===== src/rtl/core/gtic_pkg.sv =====
// Shared constants and controller/datapath interface types for the gesture capture block.
package gtic_pkg;

  localparam int SAMPLE_W = 16;
  localparam int THR_W    = 15;
  localparam int MINC_W   = 16;
  localparam int CFG_IW   = 2;
  localparam int CFG_DW   = 16;

  localparam int HISTORY_DEPTH_DEF = 50;
  localparam int WINDOW_LEN_DEF    = 20;

  localparam logic [THR_W-1:0]  THR_RST   = THR_W'(1700);
  localparam logic [THR_W-1:0]  IDLE_RST  = THR_W'(100);
  localparam logic [MINC_W-1:0] MINC_RST  = MINC_W'(100);

  localparam logic [CFG_IW-1:0] CFG_TRIG_THRESHOLD = 2'd0;
  localparam logic [CFG_IW-1:0] CFG_IDLE_LIMIT     = 2'd1;
  localparam logic [CFG_IW-1:0] CFG_MIN_CAPTURE    = 2'd2;

  typedef struct packed {
    logic take;
    logic cnt_clr;
    logic hrd;
    logic wrd;
    logic acc_sum;
    logic acc_dev;
    logic div;
    logic mean;
    logic chk;
    logic cmp;
    logic load_hist;
    logic load_live;
  } cmd_t;

  typedef struct packed {
    logic capturing;
    logic trig;
    logic slot_free;
    logic test;
    logic hist_done;
    logic win_done;
    logic rd_vld;
  } sts_t;

endpackage


===== src/rtl/core/gtic_ctrl.sv =====
// Sequencer for history dump, window mean/deviation passes and result loading.
module gtic_ctrl (
  input  logic            clk,
  input  logic            rst_n,
  input  logic            in_valid,
  output logic            in_stall,
  input  gtic_pkg::sts_t  sts,
  output gtic_pkg::cmd_t  cmd
);

  typedef enum logic [3:0] {
    S_IDLE, S_OBS, S_DRD, S_DPUT, S_CHK, S_SUM, S_DIV, S_MEAN, S_DEV, S_CMP, S_EMIT
  } state_t;

  state_t state_r, state_nxt;

  assign in_stall = (state_r != S_IDLE);

  always_comb begin
    cmd       = '0;
    state_nxt = state_r;
    case (state_r)
      S_IDLE: begin
        if (in_valid) begin
          cmd.take  = 1'b1;
          state_nxt = sts.capturing ? S_CHK : S_OBS;
        end
      end
      S_OBS: begin
        cmd.cnt_clr = 1'b1;
        state_nxt   = sts.trig ? S_DRD : S_IDLE;
      end
      S_DRD: begin
        cmd.hrd   = 1'b1;
        state_nxt = S_DPUT;
      end
      S_DPUT: begin
        if (sts.slot_free) begin
          cmd.load_hist = 1'b1;
          if (sts.hist_done) state_nxt = S_IDLE;
          else cmd.hrd = 1'b1;
        end
      end
      S_CHK: begin
        cmd.chk     = 1'b1;
        cmd.cnt_clr = 1'b1;
        state_nxt   = sts.test ? S_SUM : S_EMIT;
      end
      S_SUM: begin
        cmd.wrd     = !sts.win_done;
        cmd.acc_sum = 1'b1;
        if (sts.win_done && !sts.rd_vld) state_nxt = S_DIV;
      end
      S_DIV: begin
        cmd.div   = 1'b1;
        state_nxt = S_MEAN;
      end
      S_MEAN: begin
        cmd.mean    = 1'b1;
        cmd.cnt_clr = 1'b1;
        state_nxt   = S_DEV;
      end
      S_DEV: begin
        cmd.wrd     = !sts.win_done;
        cmd.acc_dev = 1'b1;
        if (sts.win_done && !sts.rd_vld) state_nxt = S_CMP;
      end
      S_CMP: begin
        cmd.cmp   = 1'b1;
        state_nxt = S_EMIT;
      end
      S_EMIT: begin
        if (sts.slot_free) begin
          cmd.load_live = 1'b1;
          state_nxt     = S_IDLE;
        end
      end
      default: state_nxt = S_IDLE;
    endcase
  end

  always_ff @(posedge clk) begin
    if (!rst_n) state_r <= S_IDLE;
    else state_r <= state_nxt;
  end

  a_take_stalls: assert property (@(posedge clk) disable iff (!rst_n)
    (in_valid && !in_stall) |=> in_stall)
    else $error("request accepted but block did not go busy");

  a_one_load: assert property (@(posedge clk) disable iff (!rst_n)
    !(cmd.load_hist && cmd.load_live))
    else $error("history and live loads at once");

endmodule


===== config.mk =====
export PLATFORM = sky130hd
export DESIGN_NAME = gtic_ctrl
export DESIGN_NICKNAME = d
export VERILOG_FILES = /design/src/rtl/core/gtic_pkg.sv /design/src/rtl/core/gtic_ctrl.sv
export SDC_FILE = /design/constraint.sdc
export NUM_CORES = 1
export LEC_CHECK = 0
export BUFFER_PORTS_ARGS = -buffer_cell sky130_fd_sc_hd__buf_4
export CAP_MARGIN = 20
export CORE_AREA = 2 2 39 41
export CTS_BUF_LIST = sky130_fd_sc_hd__clkbuf_4 sky130_fd_sc_hd__clkbuf_8 sky130_fd_sc_hd__clkbuf_16
export CTS_CLUSTER_DIAMETER = 120
export DETAILED_ROUTE_END_ITERATION = 8
export DIE_AREA = 0 0 41 43
export PLACE_DENSITY = 0.7
export SETUP_SLACK_MARGIN = 0.15
export SLEW_MARGIN = 10
export SYNTH_ARGS = -nofsm -noshare
export SYNTH_HDL_FRONTEND = slang
export SYNTH_SLANG_ARGS = --single-unit

===== constraint.sdc =====
create_clock -name clk -period 1.6 [get_ports clk]
set_clock_uncertainty 0.2 [all_clocks]
set_input_delay 0.08 -clock clk [delete_from_list [all_inputs] [get_ports clk]]
set_output_delay 0.08 -clock clk [all_outputs]
set_load 0.03 [all_outputs]

==> results.md, run 1 <==
* Outcome: finished with violations
* Failing checks: setup timing
* Unrepaired setup endpoints after global routing: true
* LEAKAGE at 0.538 nW
* Final hold violations at 0
* Initial DRC count at 15
* Core footprint at about 1400 sq um
* Top_reg_cell synth: dfxtp_1
* Slew of the pin with the lowest slew margin at 386 ps
* Pin count of the biggest net entering global routing at 9
* Max FO, Critical Path at 4
* I/O pin cnt at 23
* Dpl hpwl at 1.19 mm
* Fin nets at 133
* CTS tree: done
* Crit path arrival time at 1790 ps
* Max Cap Violations at 0
* Port buffer count at 22
* Remaining antenna violation count at 0
* Final setup fails at 13
* Vias at 807
* Worst endpoint required time at approximately 1600 ps
* Via density at 5.89
* Synthesized Nets at 81
* Final Max Slew Viols at 0
* Clock Path Buffers at 2
* FMAX at 550 MHz
* Critical path class: flop to flop
* Post-synth ARST share at 0%
* Synthesized cell area at 510 sq um
* Cell Rows at 14
* Area growth syn-to-layout at 145%
* Placement Setup Slack at -61.3 ps
* DR WL/cell at 20.4 microns
* Cell Pwr Density at 1780 nW/um^2
* Final instance area at 1250 sq um
* Vias in the first global route at 758
* Die ar. at 1760 sq um
* Initial core utilization at a little under two fifths
* Clock sink total at 4
* Sequential area share after synthesis at between 10% and 20%
* PnR worst setup slack at -219 ps
* Seq cells post-synth at 4
* CTS H-Tree Depth at 1
* Clock transition at the registers of the reported paths at 40 ps
* Post-layout min period at 1820 ps
* # DRC at 0
* CTS Buf Count at 3
* Hold slack final at 88.6 ps
* Post-DP Area at 885 sq um
* Post-Syn Instances at 71
* Total negative slack at -1450 ps
* Initial antenna violation count at 0
* Worst skew pair latency at 250 ps
* Chip Width at 41 microns
* Post-synth top cells: nor2_1, nand2_1, buf_2
* GP Congestion at between 0.7 and 0.8
* CP Capture Type: flop
* Hold/Removal Path Class: input pin to flop
* Startpoint types: flop
* Slew margin rel. at 74.2%
* Ranking of synthesized cells by area: dfxtp_1, mux2i_1, nor2_1
* Power, Total at around 0.0022 W
* Yosys cell types at 35
* Synthesized area per cell at 7.19 sq um
* Leading area contributor after synthesis: dfxtp_1
* Max reg flops at 4
* GRT Util Overall at ~28%
* Drt first pass iters at 4
* DIE HEIGHT at around 43 microns
* Tcrit/Tclk final at 114%
* Top flop regs: state_r x4
* Post-Route WL at 2.80 mm
* Total grt overflow at 0
* Ratio of cells with drive above 1 in the final layout at 72.7%
* Count leader, synth: nor2_1
* First-pass GRT wire length at 3.32 mm
* Largest Register: state_r
* Share of the synthesized area in the top cell type at 15.7%
* Post-synth EDFFs at 0
* # diodes at 0
* Clock Root Buffer: clkbuf_4
* Yosys warns at 0
* VDD IR max at 1480 uV
final cells by class:
cell class	count	area, sq um
clock buffer	3	22.5
tap	16	20.0
multi-input combinational	56	574
sequential	4	90.1
inverter	4	21.3
fill	62	134
timing repair buffer	54	522
cells by family after synthesis:
logic type | share of synthesized area (%)
muxes | 8.09
and+or+nand+nor | 39.0
xor gates and xnor gates | 3.43
adders and majority gates | 1.96
DFF | 15.7
AOI/OAI and AO/OA | 21.8
buffers and inverters | 10.0
per-layer routing:
layer	routed length, microns	part of all wire (%)	GRT usage, %
met1	1020	37	30.5
met2	1480	53	50.9
met3	175	6.3	5.24
met4	121	4.3	8.67
met5	0	0	0
cells in the final DEF (no fill, tap or decap), drive strengths merged, types with 2 or more instances in the layout:
cell,n
o21ai,3
nor2,7
nand3b,3
xor2,2
or3b,2
dfxtp,4
nor3b,2
a21oi,2
clkbuf,3
nor4,4
buf,53
mux2i,3
nor3,3
inv,3
nand2,6
a211oi,2
nand2b,2
power by group:
group / switching, W / internal, W
Sequential: 0.0000629 / 0.000147
Clock: 0.0000538 / 0.0000847
Combinational: 0.000956 / 0.000920
metrics by stage:
step	instances	utilization (%)
final	137	90.3
after global routing	137	90.3
after CTS	135	83.6
after detailed placement	117	63.9
after global placement	117	63.9
after floorplan	71	-
worst max-delay path: stages, from the launching register on:
cell	delay, ps
dfxtp_4	350
buf_6	120
or3b_4	390
a221oi_4	340
a311oi_4	110
mux2i_1	210
repair_timing:
action	4_1_cts	5_1_grt
resized for setup	36	17
hold endpoints to repair	4	0
setup buffers	14	2
pin swaps	6	10
hold buffers	1	0
endpoints found under the setup margin	17	17
path summary, 6_finish.rpt:
check	start	end	slack, ps	depth (start not counted)
max	state_r[0]	state_r[0]	-220	5
min	sts[3]	state_r[1]	90	4
max reg2reg	state_r[0]	state_r[0]	-220	5
min reg2reg	state_r[2]	state_r[2]	520	3
(Power assumes the default switching activity.)
==> run 2, diff against run 1 <==
Settings changed: BUFFER_PORTS_ARGS -buffer_cell sky130_fd_sc_hd__buf_4 to -buffer_cell sky130_fd_sc_hd__buf_2, REMOVE_ABC_BUFFERS from default to 1.
==> run 2 against run 1 <==
The flow still finishes with violations (setup timing). Maximum frequency rose by 6.0%. Setup slack better by 100 ps. Highest routed layer unchanged. Worst hold slack better by 40 ps. Largest power group unchanged. Register-to-register slack gained 100 ps. Clock-buffer cell count unchanged. Largest cell class unchanged. Sequential power increased by 12%. First-iteration DRC count shrank 20%. Critical endpoint is now state_r[1]. Wire length shrank 24%. Die area unchanged. Final area fell by 6.4%.
==> results.md, run 2 (synthesis results as in run 1) <==
* Outcome: finished with violations
* Failing checks: setup timing
* Vias in the first global route at 729
* Initial DRC count at 12
* Post-DP Area at 732 sq um
* Final hold violations at 0
* Final instance area at 1170 sq um
* Pin count of the biggest net entering global routing at 13
* Crit. Startpoint: state_r[0]
* PnR worst setup slack at -116 ps
* Total negative slack at -648 ps
* Largest Register: state_r
* Worst skew pair latency at 250 ps
* Met3 Resource Use GR at 8.38%
* CTS H-Tree Depth at 1
* Power, Total at 0.00204 W
* Crit path to: state_r[1]
* Hold/Removal Path Class: input pin to flop
* Dpl hpwl at 1.06 mm
* Total grt overflow at 0
* Cell Pwr Density at 1740 nW/um^2
* Startpoint types: flop
* Port buffer count at 22
* Core footprint at 1380 sq um
* Max FO, Critical Path at 8
* Chip Width at 41 microns
* FMAX at 583 MHz
* Fin nets at 133
* Slew margin rel. at 75.3%
* LEAKAGE at 0.503 nW
* Unrepaired setup endpoints after global routing: true
* Remaining antenna violation count at 0
* Clock transition at the registers of the reported paths at 50 ps
* VDD IR max at roughly 1100 uV
* Critical path class: flop to flop
* Placement Setup Slack at -130 ps
* Tcrit/Tclk final at 107%
* Clock sink total at 4
* Post-Route WL at 2.13 mm
* GP Congestion at 0.820
* Ratio of cells with drive above 1 in the final layout at between 70% and 80%
* Clock Path Buffers at 2
* Die ar. at 1760 sq um
* DR WL/cell at between 15 and 20 microns
* Cell Rows at 14
* Worst endpoint required time at 1530 ps
* Max Cap Violations at 0
* CP Capture Type: flop
* Clock Root Buffer: clkbuf_4
* I/O pin cnt at 23
* GRT Util Overall at 27.3%
* Area growth syn-to-layout at 129%
* # DRC at 0
* Final Max Slew Viols at 0
* Max reg flops at 4
* Initial antenna violation count at 0
* Reg-to-Reg Start: state_r[0]
* Final setup fails at 10
* Critical-path cell list: or3b_1 -> a221oi_2 -> or4b_1 -> a21boi_1
* Reg2reg path depth at 4
* Drt first pass iters at 4
* Met1 Resource Use GR at about a third
* Crit path arrival time at 1640 ps
* Busiest grt layer: met2
* DIE HEIGHT at ~43 microns
* Critical path's largest stage delay at 390 ps
* Vias at 770
* Placed insts at between 100 and 150
* Top flop regs: state_r x4
* Commonest non-fill, non-tap cells in the layout: buf_6, buf_4, buf_2
* Reg2Reg Capture Point: state_r[1]
* Met2 usage at 43.4%
* Post-layout min period at 1720 ps
* Initial core utilization at 36.9%
* Commonest non-fill, non-tap cell in the layout: buf_6
* Slew of the pin with the lowest slew margin at ~370 ps
* CTS Buf Count at 3
* Via density at 5.62
* Final Non-Filler Cells at 137
* CP max stage cell: or3b_1
* First-pass GRT wire length at 3.28 mm
* CTS tree: done
* R2r setup slk at -120 ps
* # diodes at 0
run 2: changes by cell type in the layout (fill, tap and decap cells not counted), moves of 2 or more:
| cell | before | now |
|---|---|---|
| a211oi_2 | 0 | 2 |
| buf_2 | 0 | 9 |
| buf_4 | 26 | 19 |
| buf_6 | 25 | 23 |
| dfxtp_2 | 2 | 0 |
| dfxtp_4 | 2 | 4 |
| nor2_2 | 2 | 0 |
run 2: stage by stage:
step	util (%)	hold slack [ps]
4_1_cts	77.8	71.4
5_1_grt	84.5	149
2_1_floorplan	-	27.6
3_5_place_dp	52.9	206
6_report	84.5	129
3_3_place_gp	52.9	203
run 2: layout make-up:
type	count	area, sq um
Sequential cell	4	95.1
Fill cell	78	214
Inverter	4	20.0
Tap cell	16	20.0
Timing Repair Buffer	54	487
Clock buffer	3	22.5
Multi-Input combinational cell	56	526
run 2: routing by layer:
layer  vias to the layer above  wire length (microns)
li1                        362                      -
met1                       372                    891
met2                        34                   1080
met3                         2                    147
met4                         0                     11
met5                         -                      0
run 2: worst max-delay path: cells and delay by family (launching register included):
| family | cells | cell delay [ps] |
|---|---|---|
| AOI/OAI and AO/OA | 2 | 440 |
| DFF | 1 | 370 |
| and+or+nand+nor | 2 | 590 |
run 2: how the worst min path moves through the flow:
stage	end	cells after the start	start
2_1_floorplan	state_r[0]	2	rst_n
3_3_place_gp	state_r[2]	3	rst_n
3_5_place_dp	state_r[2]	3	rst_n
4_1_cts	state_r[1]	4	sts[3]
5_1_grt	state_r[1]	4	sts[3]
6_report	state_r[1]	4	sts[3]
run 2: repair_timing:
item | CTS | global route
setup endpoints to repair | 16 | 17
hold buffers | 1 | 0
resized for setup | 65 | 16
pin swaps | 18 | 7
endpoints found under the hold margin | 4 | 0
buffers inserted | 10 | 4
run 2: power breakdown:
group | leakage [nW] | switching (W) | internal, W
sequential | 0.0356 | 0.0000829 | 0.000154
combinational | 0.453 | 0.000813 | 0.000843
clock | 0.0138 | 0.0000582 | 0.0000851
